### config.mk
export PLATFORM = sky130hd
export DESIGN_NAME = two_box_ownership_arbiter_unit
export DESIGN_NICKNAME = d
export VERILOG_FILES = /design/src/tboa_pkg.sv /design/src/two_box_ownership_arbiter_unit.sv
export SDC_FILE = /design/constraint.sdc
export NUM_CORES = 1
export LEC_CHECK = 0
export BUFFER_PORTS_ARGS = -buffer_cell sky130_fd_sc_hd__buf_2
export CAP_MARGIN = 5
export CORE_AREA = 2 2 234 236
export CTS_CLUSTER_SIZE = 30
export DETAILED_ROUTE_END_ITERATION = 6
export DIE_AREA = 0 0 236 238
export GPL_TIMING_DRIVEN = 0
export PLACE_DENSITY = 0.73
export RECOVER_POWER = 25
export REMOVE_ABC_BUFFERS = 1
export SETUP_SLACK_MARGIN = 0.5
export SYNTH_ARGS = -nofsm -noshare
export SYNTH_HDL_FRONTEND = slang
export SYNTH_SLANG_ARGS = --single-unit
### constraint.sdc
create_clock -name clock -period 16.41 [get_ports clock]
set_input_delay 3.282 -clock clock [delete_from_list [all_inputs] [get_ports clock]]
set_output_delay 3.282 -clock clock [all_outputs]
set_load 0.02 [all_outputs]
### src/tboa_pkg.sv
// Shared types and constants for the two-box ownership arbiter.
`timescale 1ns / 1ps

package tboa_pkg;

   localparam int unsigned EPOCH_WIDTH_DEFAULT = 32;

   localparam logic [7:0] OWNER_UNOWNED = 8'd255;
   localparam logic [7:0] OWNER_BOX0    = 8'd0;
   localparam logic [7:0] OWNER_BOX1    = 8'd1;

   typedef enum logic [1:0] {
      CMD_REMOTE_UPDATE = 2'd0,
      CMD_PACKET_EVENT  = 2'd1,
      CMD_LOCAL_CLAIM   = 2'd2,
      CMD_UNUSED        = 2'd3
   } command_type;

   typedef enum logic [1:0] {
      MODE_UNOWNED = 2'd0,
      MODE_LOCAL   = 2'd1,
      MODE_REMOTE  = 2'd2
   } mode_type;

   typedef enum logic [2:0] {
      VERDICT_NOOP          = 3'd0,
      VERDICT_APPLY_REMOTE  = 3'd1,
      VERDICT_KEEP_LOCAL    = 3'd2,
      VERDICT_EMIT_UPDATE   = 3'd3,
      VERDICT_PROCESS_LOCAL = 3'd4,
      VERDICT_FORWARD       = 3'd5,
      VERDICT_MIGRATE       = 3'd6
   } verdict_type;

   typedef enum logic [3:0] {
      CAUSE_INVALID       = 4'd0,
      CAUSE_NEWER_EPOCH   = 4'd1,
      CAUSE_STALE_EPOCH   = 4'd2,
      CAUSE_HIGHER_GEN    = 4'd3,
      CAUSE_STALE_GEN     = 4'd4,
      CAUSE_DUPLICATE     = 4'd5,
      CAUSE_TIE_WIN       = 4'd6,
      CAUSE_TIE_KEEP      = 4'd7,
      CAUSE_REFRESH       = 4'd8,
      CAUSE_CLAIM         = 4'd9,
      CAUSE_HIT           = 4'd10,
      CAUSE_MIGRATE       = 4'd11,
      CAUSE_MISROUTE      = 4'd12,
      CAUSE_UNOWNED_CLAIM = 4'd13
   } cause_type;

   typedef enum logic [1:0] {
      CSR_MY_BOX           = 2'd0,
      CSR_MIGRATE_LIMIT    = 2'd1,
      CSR_MY_SUBSCRIBER    = 2'd2,
      CSR_EXPECTED_VERSION = 2'd3
   } csr_index_type;

   localparam logic [7:0]  VERSION_RESET = 8'd1;

   // Owner codes that a remote update may legally carry.
   function automatic logic owner_ok(input logic [15:0] code);
      owner_ok = (code == 16'(OWNER_BOX0)) || (code == 16'(OWNER_BOX1)) ||
                 (code == 16'(OWNER_UNOWNED));
   endfunction

endpackage

### src/two_box_ownership_arbiter_unit.sv
// Top level of the two-box ownership arbiter: request register, decision logic, response register.
`timescale 1ns / 1ps

//  Channel   Direction  Handshake            Payload
//  req_      in         req_valid/req_ready  command and remote update fields, event time
//  rsp_      out        rsp_valid/rsp_ready  status, verdict, cause, emitted update
//  csr_      in         csr_valid/csr_ready  csr_index (2 bits), csr_data (32 bits)
//
// An accepted request waits in the request register; the decision logic then writes the record
// and the response register in the same edge.
// One request per cycle is sustained while rsp_ready is high; the record update is a one-register loop.
// Synchronous reset empties both registers and restores the record and the settings.
// A stalled response holds the request register, which then holds req_ready low.
module two_box_ownership_arbiter_unit #(
   parameter int unsigned EPOCH_WIDTH = tboa_pkg::EPOCH_WIDTH_DEFAULT
) (
   input  logic                   clock,
   input  logic                   reset,

   input  logic                   req_valid,
   output logic                   req_ready,
   input  logic [1:0]             req_command,
   input  logic [7:0]             req_in_version,
   input  logic [31:0]            req_in_subscriber,
   input  logic [EPOCH_WIDTH-1:0] req_in_epoch,
   input  logic [31:0]            req_in_gen,
   input  logic [15:0]            req_in_owner_wide,
   input  logic [7:0]             req_in_owner_byte,
   input  logic [63:0]            req_in_activation,
   input  logic [63:0]            req_in_stamp,
   input  logic [31:0]            req_in_policy,
   input  logic [63:0]            req_event_time,

   output logic                   rsp_valid,
   input  logic                   rsp_ready,
   output logic                   rsp_status_code,
   output logic [2:0]             rsp_verdict,
   output logic [3:0]             rsp_cause,
   output logic                   rsp_emit_valid,
   output logic [7:0]             rsp_out_owner,
   output logic [31:0]            rsp_out_gen,
   output logic [EPOCH_WIDTH-1:0] rsp_out_epoch,
   output logic [63:0]            rsp_out_activation,
   output logic [31:0]            rsp_out_policy,

   input  logic                   csr_valid,
   output logic                   csr_ready,
   input  logic [1:0]             csr_index,
   input  logic [31:0]            csr_data
);

   // Settings.
   logic                   my_box_ff;
   logic [31:0]            migrate_limit_ff;
   logic [31:0]            my_subscriber_ff;
   logic [7:0]             expected_version_ff;

   // Ownership record.
   logic [7:0]             cur_owner_ff,      cur_owner_in;
   tboa_pkg::mode_type     own_mode_ff,       own_mode_in;
   logic [EPOCH_WIDTH-1:0] cur_epoch_ff,      cur_epoch_in;
   logic [31:0]            cur_gen_ff,        cur_gen_in;
   logic [63:0]            cur_activation_ff, cur_activation_in;
   logic [63:0]            cur_last_seen_ff,  cur_last_seen_in;
   logic [31:0]            cur_policy_ff,     cur_policy_in;
   logic [31:0]            misroute_count_ff, misroute_count_in;

   // Request register.
   logic                   req_full_ff;
   tboa_pkg::command_type  command_ff;
   logic [7:0]             version_ff;
   logic [31:0]            subscriber_ff;
   logic [EPOCH_WIDTH-1:0] epoch_ff;
   logic [31:0]            gen_ff;
   logic [15:0]            owner_wide_ff;
   logic [7:0]             owner_byte_ff;
   logic [63:0]            activation_ff;
   logic [63:0]            stamp_ff;
   logic [31:0]            policy_ff;
   logic [63:0]            event_time_ff;

   // Response register.
   logic                   rsp_full_ff;
   logic                   status_ff,         status_in;
   tboa_pkg::verdict_type  verdict_ff,        verdict_in;
   tboa_pkg::cause_type    cause_ff,          cause_in;
   logic                   emit_ff,           emit_in;
   logic [7:0]             out_owner_ff,      out_owner_in;
   logic [31:0]            out_gen_ff,        out_gen_in;
   logic [EPOCH_WIDTH-1:0] out_epoch_ff,      out_epoch_in;
   logic [63:0]            out_activation_ff, out_activation_in;
   logic [31:0]            out_policy_ff,     out_policy_in;

   logic                   advance;
   logic                   req_take;

   assign advance   = req_full_ff && (!rsp_full_ff || rsp_ready);
   assign req_ready = !req_full_ff || advance;
   assign req_take  = req_valid && req_ready;
   assign csr_ready = 1'b1;

   always_ff @(posedge clock) begin
      if (reset) begin
         my_box_ff           <= 1'b0;
         migrate_limit_ff    <= '0;
         my_subscriber_ff    <= '0;
         expected_version_ff <= tboa_pkg::VERSION_RESET;
      end else if (csr_valid) begin
         unique case (tboa_pkg::csr_index_type'(csr_index))
            tboa_pkg::CSR_MY_BOX:           my_box_ff           <= csr_data[0];
            tboa_pkg::CSR_MIGRATE_LIMIT:    migrate_limit_ff    <= csr_data;
            tboa_pkg::CSR_MY_SUBSCRIBER:    my_subscriber_ff    <= csr_data;
            tboa_pkg::CSR_EXPECTED_VERSION: expected_version_ff <= csr_data[7:0];
            default: ;
         endcase
      end
   end

   always_ff @(posedge clock) begin
      if (reset) begin
         req_full_ff <= 1'b0;
      end else if (req_take) begin
         req_full_ff <= 1'b1;
      end else if (advance) begin
         req_full_ff <= 1'b0;
      end
   end

   always_ff @(posedge clock) begin
      if (req_take) begin
         command_ff    <= tboa_pkg::command_type'(req_command);
         version_ff    <= req_in_version;
         subscriber_ff <= req_in_subscriber;
         epoch_ff      <= req_in_epoch;
         gen_ff        <= req_in_gen;
         owner_wide_ff <= req_in_owner_wide;
         owner_byte_ff <= req_in_owner_byte;
         activation_ff <= req_in_activation;
         stamp_ff      <= req_in_stamp;
         policy_ff     <= req_in_policy;
         event_time_ff <= req_event_time;
      end
   end

   // Decision logic: one request against the current record.
   logic [7:0]          my_owner_code;
   logic [7:0]          partner_code;
   logic [7:0]          upd_owner;
   logic [63:0]         upd_stamp;
   tboa_pkg::mode_type  upd_mode;
   logic                do_claim;
   tboa_pkg::cause_type claim_cause;
   logic                take_update;
   logic [31:0]         misroute_next;

   always_comb begin
      my_owner_code = {7'd0, my_box_ff};
      partner_code  = {7'd0, ~my_box_ff};

      if (tboa_pkg::owner_ok(owner_wide_ff)) begin
         upd_owner = owner_wide_ff[7:0];
      end else if (tboa_pkg::owner_ok({8'd0, owner_byte_ff})) begin
         upd_owner = owner_byte_ff;
      end else begin
         upd_owner = tboa_pkg::OWNER_UNOWNED;
      end
      upd_stamp = (activation_ff != 64'd0) ? activation_ff : stamp_ff;
      upd_mode  = (upd_owner == tboa_pkg::OWNER_UNOWNED) ? tboa_pkg::MODE_UNOWNED
                                                         : tboa_pkg::MODE_REMOTE;
      misroute_next = (misroute_count_ff != '1) ? misroute_count_ff + 32'd1
                                                : misroute_count_ff;

      cur_owner_in      = cur_owner_ff;
      own_mode_in       = own_mode_ff;
      cur_epoch_in      = cur_epoch_ff;
      cur_gen_in        = cur_gen_ff;
      cur_activation_in = cur_activation_ff;
      cur_last_seen_in  = cur_last_seen_ff;
      cur_policy_in     = cur_policy_ff;
      misroute_count_in = misroute_count_ff;

      status_in         = 1'b0;
      verdict_in        = tboa_pkg::VERDICT_NOOP;
      cause_in          = tboa_pkg::CAUSE_INVALID;
      emit_in           = 1'b0;
      out_owner_in      = '0;
      out_gen_in        = '0;
      out_epoch_in      = '0;
      out_activation_in = '0;
      out_policy_in     = '0;

      do_claim    = 1'b0;
      claim_cause = tboa_pkg::CAUSE_CLAIM;
      take_update = 1'b0;

      unique case (command_ff)
         tboa_pkg::CMD_REMOTE_UPDATE: begin
            if (version_ff != expected_version_ff || subscriber_ff != my_subscriber_ff) begin
               status_in = 1'b1;
            end else if (epoch_ff > cur_epoch_ff) begin
               cur_epoch_in = epoch_ff;
               cur_gen_in   = gen_ff;
               take_update  = 1'b1;
               verdict_in   = tboa_pkg::VERDICT_APPLY_REMOTE;
               cause_in     = tboa_pkg::CAUSE_NEWER_EPOCH;
            end else if (epoch_ff < cur_epoch_ff) begin
               verdict_in = tboa_pkg::VERDICT_KEEP_LOCAL;
               cause_in   = tboa_pkg::CAUSE_STALE_EPOCH;
            end else if (gen_ff > cur_gen_ff) begin
               cur_gen_in  = gen_ff;
               take_update = 1'b1;
               verdict_in  = tboa_pkg::VERDICT_APPLY_REMOTE;
               cause_in    = tboa_pkg::CAUSE_HIGHER_GEN;
            end else if (gen_ff < cur_gen_ff) begin
               verdict_in = tboa_pkg::VERDICT_KEEP_LOCAL;
               cause_in   = tboa_pkg::CAUSE_STALE_GEN;
            end else if (upd_owner == cur_owner_ff) begin
               cause_in = tboa_pkg::CAUSE_DUPLICATE;
            end else if (upd_owner < cur_owner_ff) begin
               take_update = 1'b1;
               verdict_in  = tboa_pkg::VERDICT_APPLY_REMOTE;
               cause_in    = tboa_pkg::CAUSE_TIE_WIN;
            end else begin
               verdict_in = tboa_pkg::VERDICT_KEEP_LOCAL;
               cause_in   = tboa_pkg::CAUSE_TIE_KEEP;
            end
         end
         tboa_pkg::CMD_PACKET_EVENT: begin
            if (cur_owner_ff == my_owner_code) begin
               cur_last_seen_in = event_time_ff;
               verdict_in       = tboa_pkg::VERDICT_PROCESS_LOCAL;
               cause_in         = tboa_pkg::CAUSE_HIT;
            end else if (cur_owner_ff == partner_code) begin
               // The count saturates first; passing a nonzero limit restarts it.
               if (migrate_limit_ff != 32'd0 && misroute_next > migrate_limit_ff) begin
                  misroute_count_in = '0;
                  verdict_in        = tboa_pkg::VERDICT_MIGRATE;
                  cause_in          = tboa_pkg::CAUSE_MIGRATE;
               end else begin
                  misroute_count_in = misroute_next;
                  verdict_in        = tboa_pkg::VERDICT_FORWARD;
                  cause_in          = tboa_pkg::CAUSE_MISROUTE;
               end
            end else if (cur_owner_ff == tboa_pkg::OWNER_UNOWNED) begin
               do_claim    = 1'b1;
               claim_cause = tboa_pkg::CAUSE_UNOWNED_CLAIM;
            end else begin
               verdict_in = tboa_pkg::VERDICT_FORWARD;
               cause_in   = tboa_pkg::CAUSE_MISROUTE;
            end
         end
         tboa_pkg::CMD_LOCAL_CLAIM: begin
            do_claim = 1'b1;
         end
         default: begin
            status_in = 1'b1;
         end
      endcase

      if (take_update) begin
         cur_owner_in      = upd_owner;
         cur_activation_in = upd_stamp;
         cur_last_seen_in  = upd_stamp;
         cur_policy_in     = policy_ff;
         own_mode_in       = upd_mode;
      end

      if (do_claim) begin
         if (cur_owner_ff == my_owner_code && own_mode_ff == tboa_pkg::MODE_LOCAL) begin
            // Already ours: only refresh the last-seen time.
            cur_last_seen_in = event_time_ff;
            cause_in         = tboa_pkg::CAUSE_REFRESH;
         end else begin
            cur_owner_in      = my_owner_code;
            cur_gen_in        = cur_gen_ff + 32'd1;
            cur_activation_in = event_time_ff;
            cur_last_seen_in  = event_time_ff;
            misroute_count_in = '0;
            own_mode_in       = tboa_pkg::MODE_LOCAL;
            verdict_in        = tboa_pkg::VERDICT_EMIT_UPDATE;
            cause_in          = claim_cause;
            emit_in           = 1'b1;
            out_owner_in      = my_owner_code;
            out_gen_in        = cur_gen_ff + 32'd1;
            out_epoch_in      = cur_epoch_ff;
            out_activation_in = event_time_ff;
            out_policy_in     = cur_policy_ff;
         end
      end
   end

   always_ff @(posedge clock) begin
      if (reset) begin
         cur_owner_ff      <= tboa_pkg::OWNER_UNOWNED;
         own_mode_ff       <= tboa_pkg::MODE_UNOWNED;
         cur_epoch_ff      <= '0;
         cur_gen_ff        <= '0;
         cur_activation_ff <= '0;
         cur_last_seen_ff  <= '0;
         cur_policy_ff     <= '0;
         misroute_count_ff <= '0;
      end else if (advance) begin
         cur_owner_ff      <= cur_owner_in;
         own_mode_ff       <= own_mode_in;
         cur_epoch_ff      <= cur_epoch_in;
         cur_gen_ff        <= cur_gen_in;
         cur_activation_ff <= cur_activation_in;
         cur_last_seen_ff  <= cur_last_seen_in;
         cur_policy_ff     <= cur_policy_in;
         misroute_count_ff <= misroute_count_in;
      end
   end

   always_ff @(posedge clock) begin
      if (reset) begin
         rsp_full_ff <= 1'b0;
      end else if (advance) begin
         rsp_full_ff <= 1'b1;
      end else if (rsp_ready) begin
         rsp_full_ff <= 1'b0;
      end
   end

   always_ff @(posedge clock) begin
      if (advance) begin
         status_ff         <= status_in;
         verdict_ff        <= verdict_in;
         cause_ff          <= cause_in;
         emit_ff           <= emit_in;
         out_owner_ff      <= out_owner_in;
         out_gen_ff        <= out_gen_in;
         out_epoch_ff      <= out_epoch_in;
         out_activation_ff <= out_activation_in;
         out_policy_ff     <= out_policy_in;
      end
   end

   assign rsp_valid          = rsp_full_ff;
   assign rsp_status_code    = status_ff;
   assign rsp_verdict        = verdict_ff;
   assign rsp_cause          = cause_ff;
   assign rsp_emit_valid     = emit_ff;
   assign rsp_out_owner      = out_owner_ff;
   assign rsp_out_gen        = out_gen_ff;
   assign rsp_out_epoch      = out_epoch_ff;
   assign rsp_out_activation = out_activation_ff;
   assign rsp_out_policy     = out_policy_ff;

endmodule
==> results.md <==
- DR WL met2: 31.8 mm
- Final Critical Period: 7.63 ns
- Worst Tran Pin Value: 2.02 ns
- Post-synthesis mux area share: 1.63%
- Area contributors post-synth: edfxtp_1 (45%), dfxtp_1 (16%), ha_1 (5.2%), nand2_1 (3.7%), a21oi_1 (2.7%)
- Number of DRC markers in iteration 0: 1360
- FF-to-FF path depth: 11
- Most common flop cell mapped by yosys: edfxtp_1
- First-pass GRT wire length: 101 mm
- Post-CTS Setup Bufs: 0
- Finished Layout Cells: 3492
- Worst hold start: cur_policy_ff[28]$_SDFFE_PP0P_
- CTS Buf Count: 67
- Core area: 0.0535 mm2
- Post-route cell area: 0.0316 mm2
- Final setup viols: 0
- RR Endpoint: cur_gen_ff[30]$_SDFFE_PP0P_
- WL met3: 4.54 mm
- Row count: 85
- Worst setup margin: 8.78 ns
- CP most frequent cell: a21oi_1
- Post-Synth XOR/XNOR Area: 2.88%
- Worst-Skew Late Latency: 0.61 ns
- Largest family of logic cells by synthesized area: simple AND/OR/NAND/NOR gates
- Clock Sinks: 609
- Area grow syn2layout: 19.6%
- Die width: 236 um
- Power per Cell Area: 110 mW/mm2
- Crit path DAT: 8.11 ns
- Final Core Density: 59.1%
- CTS tree: built
- Hold Violations, Final: 0
- # nets final: 3238
- Max Freq: 131 MHz
- Tcrit/Tclk final: 46.5%
- Met1 WL: 27.2 mm
- Avg Cell Area, Syn: 11.4 um2
- Die area: 0.0562 mm2
- Reg2reg start: my_box_ff$_SDFFE_PP0P_
- TNS Setup: 0 ns
- Worst Setup End Kind: flip-flop
- Via/cell ratio: 5.47
- Clk buf depth: 3
- Clk slew on worst S/H paths: 0.06 ns
- Share of the synthesized area in the top cell type: 45.0%
- Input/output buffers: 436
- Final number of max-transition violations: 93
- Peak VDD IR: 103 uV
- Crit-path slowest cell: clkinvlp_2
- CP bufs+invs: 3
- Detailed-route DRC error count: 0
- Critical Path Source Type: flip-flop
- Crit path max fanout: 92
- Netlist Area Pre-Place: 0.0265 mm2
- Clk root buf: clkbuf_16
- Status: finished, violations left
- Ports: 573
- CTS resizes: 0
- Worst Path Required: 16.89 ns
- Synth Area in Compound Gates: 8.73%
- Tot GR Track Use: 22.8%
- CP top delay family: buffers and inverters
- Global placement routability congestion: 0.890
- Post-DP Area: 0.0294 mm2
- Synth Instances: 2322
- DR WL/cell: 18.8 um
- Total gr overflow: 0
- Post-route ant nets: 0
- Initial Utilization: 49.4%
- Placed insts: 3361
- Worst Hold Class: reg -> reg
- Relative slew slack: -35.3%
- MaxCap Viol Count: 3
- Yosys cell types: 88
- Async set-reset flop share out of synthesis: 0%
- Worst setup path class: reg -> reg
- Fill count: 4336
- Max incr delay on CP: 2.10 ns
- Failing checks: max-capacitance violations, max-slew violations
- Leakage power: 12.1 nW
- Register-to-register setup slack: 8.78 ns
- Fin Clk Skew: 0.0272 ns
- Register area share after synthesis: 61.1%
- Hold EP: cur_policy_ff[28]$_SDFFE_PP0P_
- DRT Wirelength: 65.7 mm
- Crit-path cells: xor2_1, or3b_1, o221ai_1, clkbuf_1, clkinvlp_2, buf_16, nand2_1, nor3_1, a21oi_1, a21oi_1, or3_1
- RSZ-0062 raised after global routing: no
- DR pass1 iterations: 5
- Area leader, netlist: edfxtp_1
- Initial antenna violation count: 6
- Post-Place Setup Slack: 9.26 ns
- Post-synth EDFFs: 396
- Largest net degree at the start of global routing: 103
- Hold Path Depth: 2
- Chip height: 238 um
- Top Metal Used: met5
- Share of layout cells above drive strength 1: 22.1%
- Synth Register Bits: 609
- Post-CTS Hold Fix Bufs: 0
- DP HPWL: 45.7 mm
- H-tree lvl count: 3
- Vias: 19100
- Yosys warning count: 0
- Simple-Gate Fraction of Synth Area: 16.8%
- Adder-cell share of the synthesized area: 5.16%
- Vias in the first global route: 18900
where the power goes:
group	total, W	leakage [nW]	switching [W]	internal [W]
sequential	0.00172	5.61	0.0000263	0.00170
clock	0.00151	1.10	0.000623	0.000882
combinational	0.000245	5.40	0.000158	0.0000866
total	0.00347	12.1	0.000808	0.00267
worst max path at each step:
stage	startpoint	end	slack [ns]	cells after the start
2_1_floorplan	rsp_ready	cur_owner_ff[1]$_SDFFE_PP1P_	4.94	5
3_3_place_gp	rsp_ready	cur_owner_ff[2]$_SDFFE_PP1P_	0.08	6
6_report	my_box_ff$_SDFFE_PP0P_	cur_gen_ff[30]$_SDFFE_PP0P_	8.78	11
3_5_place_dp	rsp_ready	req_ready	9.26	4
5_1_grt	cur_owner_ff[0]$_SDFFE_PP1P_	cur_gen_ff[30]$_SDFFE_PP0P_	8.10	11
4_1_cts	rsp_ready	req_ready	9.26	4
metal layers:
metal | up-vias | global-route usage (%)
li1 | 9176 | -
met4 | 2 | 8.70
met5 | - | 0
met2 | 658 | 38.4
met3 | 136 | 4.75
met1 | 9121 | 29.1
placed cells by master (no fill, tap or decap), types with 39 or more instances in the layout:
master | Yosys | final
nand4_1 | 57 | 57
nand2_1 | 264 | 264
a21oi_1 | 142 | 142
nor4_1 | 39 | 39
ha_1 | 109 | 109
xnor2_1 | 81 | 81
nand3_1 | 91 | 91
dfxtp_1 | 213 | 213
inv_1 | 122 | 121
buf_2 | 23 | 434
nor2_1 | 152 | 151
nor3_1 | 47 | 47
and2_1 | 106 | 75
o21ai_0 | 79 | 79
clkbuf_16 | 0 | 70
edfxtp_1 | 396 | 396
per-stage QoR:
step	hold WS, ns	power [W]
after CTS	0.467	0.00351
after floorplan	0.434	0.00189
final	0.460	0.00347
after detailed placement	0.453	0.00200
after global placement	0.443	0.00200
after global routing	0.483	0.00360
cells by family after synthesis:
| group | count (synthesis) |
|---|---|
| adder cells (fa/ha/maj) | 109 |
| AND/OR/NAND/NOR | 872 |
| flip-flops | 609 |
| AO/OA/AOI/OAI | 358 |
| multiplexers | 42 |
| buffers and inverters | 243 |
| other | 2 |
| XOR/XNOR | 87 |
Yosys cell counts, types with 6 or more instances:
| cell type | count |
|---|---|
| nand3_1 | 91 |
| a31oi_1 | 7 |
| o21ai_0 | 79 |
| nand2_1 | 264 |
| nand2b_1 | 16 |
| nor2_1 | 152 |
| clkbuf_1 | 69 |
| a211o_1 | 8 |
| a221oi_1 | 6 |
| o41ai_2 | 6 |
| xor2_1 | 6 |
| a21o_1 | 19 |
| inv_1 | 122 |
| and4_1 | 17 |
| a31o_2 | 9 |
| and3_1 | 23 |
| xnor2_1 | 81 |
| buf_1 | 15 |
| dfxtp_1 | 213 |
| a22oi_1 | 10 |
| nor4_1 | 39 |
| a21boi_0 | 6 |
| buf_4 | 8 |
| a221o_1 | 11 |
| nand4_1 | 57 |
| nor2b_1 | 8 |
| or3_1 | 14 |
| buf_2 | 23 |
| a21oi_1 | 142 |
| ha_1 | 109 |
| edfxtp_1 | 396 |
| mux2i_1 | 34 |
| and2_1 | 106 |
| nor3b_1 | 6 |
| nor3_1 | 47 |
| mux2_2 | 8 |
layout make-up:
type / count / area [um2] / area share (%)
Multi-Input combinational cell: 1476 / 9330 / 29.5
Clock buffer: 94 / 1930 / 6.11
Antenna cell: 5 / 12.5 / 0.0396
Timing Repair Buffer: 456 / 2520 / 7.98
Sequential cell: 609 / 16200 / 51.1
Clock inverter: 30 / 314 / 0.993
Inverter: 126 / 487 / 1.54
Tap cell: 696 / 871 / 2.75
tightest hold or removal path, cell delays in order, from the launching register on:
cell and delay, ns:
dfxtp_1 0.31, nand3_1 0.05, o21ai_0 0.06
(Power assumes the default switching activity.)
